### config.mk
export PLATFORM = sky130hd
export DESIGN_NAME = slot_table_best_ratio_core
export DESIGN_NICKNAME = d
export VERILOG_FILES = /design/src/stbr_pkg.sv /design/src/stbr_cell.sv /design/src/stbr_ratio.sv /design/src/slot_table_best_ratio_core.sv
export VERILOG_INCLUDE_DIRS = /design/src /design/src/src
export SDC_FILE = /design/constraint.sdc
export NUM_CORES = 2
export LEC_CHECK = 0
export BUFFER_PORTS_ARGS = -buffer_cell sky130_fd_sc_hd__buf_4
export CAP_MARGIN = 15
export CORE_MARGIN = 2
export CORE_UTILIZATION = 45
export CTS_BUF_LIST = sky130_fd_sc_hd__clkbuf_4
export DETAILED_ROUTE_END_ITERATION = 12
export HOLD_SLACK_MARGIN = 0.15
export SETUP_SLACK_MARGIN = 0.2
export SLEW_MARGIN = 40
export SYNTH_ARGS = -nofsm -noshare
export SYNTH_HDL_FRONTEND = slang
export SYNTH_SLANG_ARGS = --single-unit
### constraint.sdc
create_clock -name clk -period 12.1 [get_ports clk]
set_input_delay 2.42 -clock clk [delete_from_list [all_inputs] [get_ports clk]]
set_output_delay 2.42 -clock clk [all_outputs]
set_load 0.02 [all_outputs]
### src/assert_macros.svh
// Assertion helpers shared by the RTL.
`ifndef ASSERT_MACROS_SVH
`define ASSERT_MACROS_SVH

// Same-cycle implication, checked out of reset.
`define ASSERT_IMP(lbl, clk, rstn, ante, cons) \
  lbl: assert property (@(posedge clk) disable iff (!rstn) (ante) |-> (cons)) \
    else $error("same-cycle check failed");

// Next-cycle implication, checked out of reset.
`define ASSERT_NXT(lbl, clk, rstn, ante, cons) \
  lbl: assert property (@(posedge clk) disable iff (!rstn) (ante) |=> (cons)) \
    else $error("next-cycle check failed");

`endif

### src/stbr_pkg.sv
package stbr_pkg;

  localparam int SLOTS_DEF = 16;

  localparam int CMD_W   = 2;
  localparam int IDX_W   = 8;
  localparam int CNT_W   = 16;
  localparam int STAT_W  = 2;
  localparam int RSLOT_W = 4;
  localparam int PROD_W  = 2 * CNT_W;

  localparam logic [CMD_W-1:0] CMD_ADD    = 2'd0;
  localparam logic [CMD_W-1:0] CMD_REMOVE = 2'd1;
  localparam logic [CMD_W-1:0] CMD_QUERY  = 2'd2;

  localparam logic [STAT_W-1:0] STAT_OK    = 2'd0;
  localparam logic [STAT_W-1:0] STAT_FULL  = 2'd1;
  localparam logic [STAT_W-1:0] STAT_RANGE = 2'd2;

  typedef struct packed {
    logic             used;
    logic [CNT_W-1:0] wins;
    logic [CNT_W-1:0] games;
  } slot_t;

  typedef struct packed {
    logic shift;
    logic set;
    logic clr;
  } cell_ctrl_t;

  typedef struct packed {
    logic init;
    logic mul;
    logic cmp;
  } ratio_ctrl_t;

endpackage

### src/stbr_cell.sv
// One table slot; shifts toward the head during a scan.
module stbr_cell (
  input  logic                clk,
  input  logic                rst_n,
  input  stbr_pkg::cell_ctrl_t ctrl,
  input  stbr_pkg::slot_t     prev_i,
  input  stbr_pkg::slot_t     wr_i,
  output stbr_pkg::slot_t     cell_o
);

  logic                       used_r, used_nxt;
  logic [stbr_pkg::CNT_W-1:0] wins_r, wins_nxt;
  logic [stbr_pkg::CNT_W-1:0] matches_r, matches_nxt;

  always_comb begin
    used_nxt    = used_r;
    wins_nxt    = wins_r;
    matches_nxt = matches_r;
    if (ctrl.shift) begin
      used_nxt    = prev_i.used;
      wins_nxt    = prev_i.wins;
      matches_nxt = prev_i.games;
    end else if (ctrl.set) begin
      used_nxt    = wr_i.used;
      wins_nxt    = wr_i.wins;
      matches_nxt = wr_i.games;
    end else if (ctrl.clr) begin
      used_nxt = 1'b0;
    end
  end

  always_ff @(posedge clk) begin
    if (!rst_n) begin
      used_r <= 1'b0;
    end else begin
      used_r <= used_nxt;
    end
  end

  always_ff @(posedge clk) begin
    wins_r    <= wins_nxt;
    matches_r <= matches_nxt;
  end

  assign cell_o = '{used: used_r, wins: wins_r, games: matches_r};

endmodule

### src/stbr_ratio.sv
// Shared cross-multiply compare: products are registered, then compared in the next cycle.
module stbr_ratio #(
  parameter int SLOTS = stbr_pkg::SLOTS_DEF
) (
  input  logic                   clk,
  input  logic                   rst_n,
  input  stbr_pkg::ratio_ctrl_t  ctrl,
  input  stbr_pkg::slot_t        head_i,
  input  logic [$clog2(SLOTS)-1:0] head_idx_i,
  output logic [$clog2(SLOTS)-1:0] best_idx_o
);

  localparam int IW = $clog2(SLOTS);

  logic [stbr_pkg::CNT_W-1:0]  best_w_r, best_w_nxt;
  logic [stbr_pkg::CNT_W-1:0]  best_m_r, best_m_nxt;
  logic [IW-1:0]               best_idx_r, best_idx_nxt;
  logic [stbr_pkg::PROD_W-1:0] prod_a_r, prod_a_nxt;
  logic [stbr_pkg::PROD_W-1:0] prod_b_r, prod_b_nxt;
  logic                        used_r, used_nxt;

  always_comb begin
    best_w_nxt   = best_w_r;
    best_m_nxt   = best_m_r;
    best_idx_nxt = best_idx_r;
    prod_a_nxt   = prod_a_r;
    prod_b_nxt   = prod_b_r;
    used_nxt     = used_r;
    if (ctrl.init) begin
      best_w_nxt   = '0;
      best_m_nxt   = stbr_pkg::CNT_W'(1);
      best_idx_nxt = '0;
    end else if (ctrl.mul) begin
      prod_a_nxt = stbr_pkg::PROD_W'(head_i.wins) * stbr_pkg::PROD_W'(best_m_r);
      prod_b_nxt = stbr_pkg::PROD_W'(best_w_r) * stbr_pkg::PROD_W'(head_i.games);
      used_nxt   = head_i.used;
    end else if (ctrl.cmp) begin
      // head is still the same slot; it moves on at the end of this cycle
      if (used_r && (prod_a_r > prod_b_r)) begin
        best_w_nxt   = head_i.wins;
        best_m_nxt   = head_i.games;
        best_idx_nxt = head_idx_i;
      end
    end
  end

  always_ff @(posedge clk) begin
    if (!rst_n) begin
      best_idx_r <= '0;
      used_r     <= 1'b0;
    end else begin
      best_idx_r <= best_idx_nxt;
      used_r     <= used_nxt;
    end
  end

  always_ff @(posedge clk) begin
    best_w_r <= best_w_nxt;
    best_m_r <= best_m_nxt;
    prod_a_r <= prod_a_nxt;
    prod_b_r <= prod_b_nxt;
  end

  assign best_idx_o = best_idx_r;

endmodule

### src/slot_table_best_ratio_core.sv
// Add, remove and the unused command: the result strobe is registered at the accepting edge; busy stays low.
// Query: busy through the MUL/CMP scan and ST_DONE, strobe in the cycle in which busy drops;
//   the ring of slot cells rotates one slot per MUL/CMP pair past one shared multiply unit.
// The receiver cannot stall: out_valid is a single-cycle strobe.
// Reset (rst_n low, synchronous) empties the table and idles the controller;
//   stored wins/matches are not cleared.
`include "assert_macros.svh"

module slot_table_best_ratio_core #(
  parameter int SLOTS = stbr_pkg::SLOTS_DEF
) (
  input  logic                          clk,
  input  logic                          rst_n,
  input  logic                          start,
  output logic                          busy,
  input  logic [stbr_pkg::CMD_W-1:0]    in_command,
  input  logic [stbr_pkg::IDX_W-1:0]    in_slot_index,
  input  logic [stbr_pkg::CNT_W-1:0]    in_win_count,
  input  logic [stbr_pkg::CNT_W-1:0]    in_match_count,
  output logic                          out_valid,
  output logic [stbr_pkg::STAT_W-1:0]   out_status,
  output logic [stbr_pkg::RSLOT_W-1:0]  out_result_slot
);

  localparam int IW = $clog2(SLOTS);

  // Controller states. MUL/CMP alternate once per slot during a query scan.
  typedef enum logic [3:0] {
    ST_IDLE = 4'b0001,
    ST_MUL  = 4'b0010,
    ST_CMP  = 4'b0100,
    ST_DONE = 4'b1000
  } state_t;

  state_t                        state_r, state_nxt;
  logic [IW-1:0]                 cnt_r, cnt_nxt;        // slot at the ring head
  logic                          out_valid_r, out_valid_nxt;
  logic [stbr_pkg::STAT_W-1:0]   out_status_r, out_status_nxt;
  logic [stbr_pkg::RSLOT_W-1:0]  out_result_slot_r, out_result_slot_nxt;

  stbr_pkg::slot_t               cells [SLOTS];
  stbr_pkg::cell_ctrl_t          cctl [SLOTS];
  stbr_pkg::slot_t               wr_data;
  stbr_pkg::ratio_ctrl_t         rctl;
  logic [SLOTS-1:0]              set_vec, clr_vec;
  logic                          shift_en;

  logic [IW-1:0]                 free_idx;
  logic                          free_any;
  logic [IW-1:0]                 best_idx;
  logic [IW+stbr_pkg::RSLOT_W-1:0] free_ext, best_ext;
  logic                          in_range;
  logic                          scan_last;

  assign wr_data = '{used: 1'b1, wins: in_win_count, games: in_match_count};

  // Ring of slot cells. Cell i takes from cell i+1, the last takes from cell 0,
  // so after SLOTS shifts the table is back in place.
  for (genvar i = 0; i < SLOTS; i++) begin : g_cell
    assign cctl[i] = '{shift: shift_en, set: set_vec[i], clr: clr_vec[i]};
    stbr_cell u_cell (
      .clk    (clk),
      .rst_n  (rst_n),
      .ctrl   (cctl[i]),
      .prev_i (cells[(i + 1) % SLOTS]),
      .wr_i   (wr_data),
      .cell_o (cells[i])
    );
  end

  stbr_ratio #(.SLOTS(SLOTS)) u_ratio (
    .clk        (clk),
    .rst_n      (rst_n),
    .ctrl       (rctl),
    .head_i     (cells[0]),
    .head_idx_i (cnt_r),
    .best_idx_o (best_idx)
  );

  // Lowest free slot; only looked at while idle, when the ring is aligned.
  always_comb begin
    free_idx = '0;
    free_any = 1'b0;
    for (int i = SLOTS - 1; i >= 0; i--) begin
      if (!cells[i].used) begin
        free_idx = IW'(i);
        free_any = 1'b1;
      end
    end
  end

  // Slot numbers wider than the result field keep their low bits.
  assign free_ext  = {{stbr_pkg::RSLOT_W{1'b0}}, free_idx};
  assign best_ext  = {{stbr_pkg::RSLOT_W{1'b0}}, best_idx};
  assign in_range  = ({1'b0, in_slot_index} < (stbr_pkg::IDX_W + 1)'(SLOTS));
  assign scan_last = (cnt_r == IW'(SLOTS - 1));

  always_comb begin
    state_nxt           = state_r;
    cnt_nxt             = cnt_r;
    out_valid_nxt       = 1'b0;
    out_status_nxt      = out_status_r;
    out_result_slot_nxt = out_result_slot_r;
    set_vec             = '0;
    clr_vec             = '0;
    shift_en            = 1'b0;
    rctl                = '0;
    case (state_r)
      ST_IDLE: begin
        if (start) begin
          case (in_command)
            stbr_pkg::CMD_ADD: begin
              out_valid_nxt = 1'b1;
              if (free_any) begin
                set_vec[free_idx]   = 1'b1;
                out_status_nxt      = stbr_pkg::STAT_OK;
                out_result_slot_nxt = free_ext[stbr_pkg::RSLOT_W-1:0];
              end else begin
                out_status_nxt      = stbr_pkg::STAT_FULL;
                out_result_slot_nxt = '0;
              end
            end
            stbr_pkg::CMD_REMOVE: begin
              out_valid_nxt       = 1'b1;
              out_result_slot_nxt = '0;
              if (in_range) begin
                clr_vec[in_slot_index[IW-1:0]] = 1'b1;
                out_status_nxt = stbr_pkg::STAT_OK;
              end else begin
                out_status_nxt = stbr_pkg::STAT_RANGE;
              end
            end
            stbr_pkg::CMD_QUERY: begin
              rctl.init = 1'b1;
              cnt_nxt   = '0;
              state_nxt = ST_MUL;
            end
            default: begin
              // unused command: no-op, ok with slot 0
              out_valid_nxt       = 1'b1;
              out_status_nxt      = stbr_pkg::STAT_OK;
              out_result_slot_nxt = '0;
            end
          endcase
        end
      end
      ST_MUL: begin
        rctl.mul  = 1'b1;
        state_nxt = ST_CMP;
      end
      ST_CMP: begin
        rctl.cmp = 1'b1;
        shift_en = 1'b1;
        if (scan_last) begin
          state_nxt = ST_DONE;
        end else begin
          cnt_nxt   = cnt_r + IW'(1);
          state_nxt = ST_MUL;
        end
      end
      ST_DONE: begin
        out_valid_nxt       = 1'b1;
        out_status_nxt      = stbr_pkg::STAT_OK;
        out_result_slot_nxt = best_ext[stbr_pkg::RSLOT_W-1:0];
        state_nxt           = ST_IDLE;
      end
      default: begin
        state_nxt = ST_IDLE;
      end
    endcase
  end

  always_ff @(posedge clk) begin
    if (!rst_n) begin
      state_r     <= ST_IDLE;
      cnt_r       <= '0;
      out_valid_r <= 1'b0;
    end else begin
      state_r     <= state_nxt;
      cnt_r       <= cnt_nxt;
      out_valid_r <= out_valid_nxt;
    end
  end

  always_ff @(posedge clk) begin
    out_status_r      <= out_status_nxt;
    out_result_slot_r <= out_result_slot_nxt;
  end

  assign busy            = (state_r != ST_IDLE);
  assign out_valid       = out_valid_r;
  assign out_status      = out_status_r;
  assign out_result_slot = out_result_slot_r;

  // Add/remove/no-op answer on the next cycle.
  `ASSERT_NXT(a_direct_resp, clk, rst_n, start && !busy && (in_command != stbr_pkg::CMD_QUERY), out_valid)
  // A query never answers on the next cycle; it starts a scan.
  `ASSERT_NXT(a_query_scan, clk, rst_n, start && !busy && (in_command == stbr_pkg::CMD_QUERY), busy && !out_valid)
  // Last compare of the scan leads to ST_DONE and then to the query answer.
  `ASSERT_NXT(a_scan_end, clk, rst_n, (state_r == ST_CMP) && scan_last, (state_r == ST_DONE) ##1 out_valid)
  // Errors always report slot 0.
  `ASSERT_IMP(a_err_slot, clk, rst_n, out_valid && (out_status != stbr_pkg::STAT_OK), out_result_slot == '0)

endmodule
==> impl_metrics.sql <==
INSERT INTO impl_metrics (metric_group, metric, value, unit) VALUES
('run_status', 'run_status', 'finished clean', ''),
('timing', 'maxSlewViolCount', '0', ''),
('synthesis', 'synth_top_area_cell', 'sky130_fd_sc_hd__edfxtp_1', ''),
('worst_setup_path', 'timing.rr.start', 'u_ratio.best_w_r[7]', ''),
('power_and_ir_drop', 'internal_power', '3.67', 'mW'),
('route', 'detail_route.wirelength', '100', 'mm'),
('floorplan', 'design.die.area', '96500', 'um2'),
('cells_and_area', 'syn2layout_area_growth', '8.93', '%'),
('synthesis', 'synth.area.top_cells', 'sky130_fd_sc_hd__edfxtp_1 41%, sky130_fd_sc_hd__fa_1 18%, sky130_fd_sc_hd__nand2_1 13%', ''),
('synthesis', 'synth_ff_type', 'sky130_fd_sc_hd__edfxtp_1', ''),
('route', 'routed_wire_length_per_instance', '17.9', 'um'),
('synthesis', 'synth-async-reset-ratio', '0', '%'),
('timing', 'worst_slew_pin_slew', '896', 'ps'),
('synthesis', 'simple_gate_fraction_of_synth_area', '18.3', '%'),
('flow_run', 'maxCapViolations', '0', ''),
('timing', 'finalCritPeriodShare', '56.0', '%'),
('floorplan', 'boundaryPins', '53', ''),
('place', 'dpl_hpwl', '67.6', 'mm'),
('synthesis', 'post_synth_instance_area', '42300', 'um2'),
('synthesis', 'yosysTopAreaCellShare', '41.3', '%'),
('clock_tree', 'skew_pair_late_insertion_delay', '1020', 'ps'),
('synthesis', 'synth_xor_xnor_area_share', '1.16', '%'),
('clock_tree', 'post_cts_resize_count', '0', ''),
('place', 'numPlacedInstances', '5305', ''),
('global_routing', 'grt_max_degree', '183', ''),
('route', 'route.detailed.vias_per_inst', '5.06', ''),
('clock_tree', 'clock_tree.buffer_depth', '3', ''),
('global_routing', 'grt_remaining_overflow', '0', ''),
('power_and_ir_drop', 'power.combinational.fraction', '11.6', '%'),
('cells_and_area', 'post_route_cells_drive_above_1_share', '8.94', '%'),
('worst_setup_path', 'regToRegSetupSlack', '5320', 'ps'),
('clock_tree', 'cts_tree', 'yes', ''),
('clock_tree', 'cts-hold-fix-buffers', '0', ''),
('worst_setup_path', 'cpPeakStageDelay', '820', 'ps'),
('worst_setup_path', 'timing.critical_path.cells', 'nand2_1 > fa_1 > inv_1 > fa_1 > inv_1 > fa_1 > inv_1 > fa_1 > fa_1 > inv_1 > fa_1 > inv_1 > ha_1 > a211oi_1 > nand2_1 > or3_1 > a21oi_1 > o21bai_1 > a41o_1 > a31o_2 > a21oi_1 > xnor2_1', ''),
('synthesis', 'postSynthRegisterBits', '644', ''),
('floorplan', 'start_util', '45.4', '%'),
('worst_setup_path', 'critical-path-top-delay-family', 'adder cells', ''),
('worst_setup_path', 'critPathArrivalTime', '7550', 'ps'),
('global_routing', 'grt_first_pass_wirelength', '160', 'mm'),
('synthesis', 'post_synth_mux_area_share', '0.142', '%'),
('synthesis', 'dominant_combinational_cell_family_by_area_after_synthesis', 'adder cells', ''),
('synthesis', 'synth.yosys.warnings', '0', ''),
('clock_tree', 'cts.reportedPaths.clkPinSlew', '60', 'ps'),
('worst_hold_path', 'hold_class', 'reg2reg', ''),
('timing', 'timing.clock.skew', '61.2', 'ps'),
('synthesis', 'syn_area_per_cell', '10.2', 'um2'),
('global_routing', 'globalRouteTotalUtil', '21.0', '%'),
('cells_and_area', 'finalNonFillerCells', '5599', ''),
('floorplan', 'die-height', '311', 'um'),
('clock_tree', 'post_cts_buffers', '0', ''),
('clock_tree', 'cts-buffers-inserted', '168', ''),
('worst_setup_path', 'worstRegToRegCells', '22', ''),
('power_and_ir_drop', 'power_switching_share', '27.0', '%'),
('timing', 'fmaxAchievable', '148', 'MHz'),
('power_and_ir_drop', 'power_frac_clock', '37.7', '%'),
('floorplan', 'rows', '112', ''),
('worst_hold_path', 'hold-path-cell-count', '2', ''),
('timing', 'timing_hold_violations_final', '0', ''),
('timing', 'tns', '0', 'ps'),
('route', 'postRouteAntennaNets', '0', ''),
('place', 'port-buffer-count', '52', ''),
('synthesis', 'synth_sequential_area_ratio', '44.2', '%'),
('cells_and_area', 'num-nets-final', '4896', ''),
('timing', 'grt_setup_unrepaired', 'false', ''),
('synthesis', 'netlist_top_cells_count', '1443 x sky130_fd_sc_hd__nand2_1, 582 x sky130_fd_sc_hd__edfxtp_1, 510 x sky130_fd_sc_hd__inv_1', ''),
('worst_setup_path', 'critical_path_buf_inv_count', '5', ''),
('worst_setup_path', 'critPathSlowestCell', 'sky130_fd_sc_hd__dfxtp_1', ''),
('floorplan', 'placeableCoreArea', '93200', 'um2'),
('clock_tree', 'clock_tree.root_cell', 'sky130_fd_sc_hd__clkbuf_4', ''),
('route', 'drtIter0Drc', '2075', '');
==> worst register-to-register path, cell delays in order (launching register included) <==
cell and delay, ps:
sky130_fd_sc_hd__dfxtp_1 820, sky130_fd_sc_hd__nand2_1 180, sky130_fd_sc_hd__fa_1 570, sky130_fd_sc_hd__inv_1 60, sky130_fd_sc_hd__fa_1 500, sky130_fd_sc_hd__inv_1 60, sky130_fd_sc_hd__fa_1 530, sky130_fd_sc_hd__inv_1 50
sky130_fd_sc_hd__fa_1 450, sky130_fd_sc_hd__fa_1 490, sky130_fd_sc_hd__inv_1 50, sky130_fd_sc_hd__fa_1 470, sky130_fd_sc_hd__inv_1 40, sky130_fd_sc_hd__ha_1 350, sky130_fd_sc_hd__a211oi_1 230, sky130_fd_sc_hd__nand2_1 110
sky130_fd_sc_hd__or3_1 320, sky130_fd_sc_hd__a21oi_1 260, sky130_fd_sc_hd__o21bai_1 220, sky130_fd_sc_hd__a41o_1 310, sky130_fd_sc_hd__a31o_2 230, sky130_fd_sc_hd__a21oi_1 160, sky130_fd_sc_hd__xnor2_1 70
==> cells in the final DEF (no fill, tap or decap), types with 11 or more instances in the layout <==
cell type and count:
sky130_fd_sc_hd__clkinv_1 22, sky130_fd_sc_hd__inv_1 508, sky130_fd_sc_hd__xnor2_1 38, sky130_fd_sc_hd__dfxtp_1 62, sky130_fd_sc_hd__nor2_1 54, sky130_fd_sc_hd__xor2_1 18, sky130_fd_sc_hd__o21ai_4 11, sky130_fd_sc_hd__a31oi_1 12
sky130_fd_sc_hd__o21ai_0 61, sky130_fd_sc_hd__a21o_1 44, sky130_fd_sc_hd__a21oi_1 58, sky130_fd_sc_hd__clkbuf_4 250, sky130_fd_sc_hd__nand2b_1 14, sky130_fd_sc_hd__o21a_1 11, sky130_fd_sc_hd__buf_4 77, sky130_fd_sc_hd__o21ai_1 18
sky130_fd_sc_hd__fa_1 388, sky130_fd_sc_hd__nand4_1 12, sky130_fd_sc_hd__and2_1 244, sky130_fd_sc_hd__edfxtp_1 582, sky130_fd_sc_hd__nand2_1 1441, sky130_fd_sc_hd__ha_1 241, sky130_fd_sc_hd__nand3_1 17
==> logic make-up after synthesis <==
group,Yosys count
multiplexers,6
XOR/XNOR,56
AO/OA/AOI/OAI,289
buffers and inverters,701
AND/OR/NAND/NOR,1836
flip-flops,644
adder cells (fa/ha/maj),629
==> layer usage <==
metal | part of all wire [%] | vias up | wire (um) | global-route usage (%)
li1 | - | 13500 | - | -
met1 | 46 | 14000 | 46400 | 30.2
met2 | 45 | 785 | 45200 | 32.2
met3 | 6.7 | 135 | 6730 | 4.54
met4 | 1.8 | 4 | 1850 | 5.65
met5 | 0.031 | - | 31 | 0
==> state kept, by name (all words and copies together), names as in the netlist <==
name / count
g_cell.u_cell.wins_r: 256
u_ratio.used_r: 1
out_valid: 1
u_ratio.best_w_r: 16
u_ratio.prod_b_r: 32
out_status: 2
cnt_r: 4
state_r: 4
g_cell.u_cell.matches_r: 256
u_ratio.prod_a_r: 32
out_result_slot: 4
g_cell.u_cell.used_r: 16
u_ratio.best_idx_o: 4
u_ratio.best_m_r: 16
==> cell type report <==
type                            count  area (um2)
Clock buffer                      250        1880
Antenna cell                        4        10.0
Inverter                          510        1920
Sequential cell                   644       18700
Multi-Input combinational cell   2816       21100
Tap cell                         1254        1570
Fill cell                        8630       47100
Clock inverter                     39         236
Timing Repair Buffer               82         647
==> power by group through the flow <==
stage                     combinational [mW]  sequential (mW)  clock, mW
after detailed placement               0.582             2.59          0
after global routing                   0.667             2.55       2.07
after global placement                 0.575             2.59          0
after floorplan                        0.423             2.55          0
after CTS                              0.587             2.54       1.96
final                                  0.582             2.54       1.90
==> worst max path at each step <==
stage,to,cells past startpoint,start,slack (ps)
after floorplan,state_r[0],2,state_r[1],3530
after global placement,u_ratio.prod_b_r[31],22,g_cell[0].u_cell.matches_r[7],5300
after detailed placement,u_ratio.prod_b_r[31],22,g_cell[0].u_cell.matches_r[7],5190
after CTS,u_ratio.prod_b_r[31],22,g_cell[0].u_cell.matches_r[7],5170
after global routing,u_ratio.prod_b_r[31],22,u_ratio.best_w_r[7],4950
final,u_ratio.prod_b_r[31],22,u_ratio.best_w_r[7],5320
==> metrics by stage <==
stage | setup slack [ps] | area, um2 | utilization [%] | total power [mW] | hold WS, ps
after CTS | 5170 | 46100 | 49.4 | 5.10 | 454
after floorplan | 3530 | 42300 | - | 2.97 | 460
after global routing | 4950 | 46100 | 49.5 | 5.28 | 475
after global placement | 5300 | 43900 | 47.1 | 3.16 | 442
after detailed placement | 5190 | 44000 | 47.2 | 3.17 | 445
final | 5320 | 46100 | 49.5 | 5.02 | 455
(Power assumes the default switching activity.)
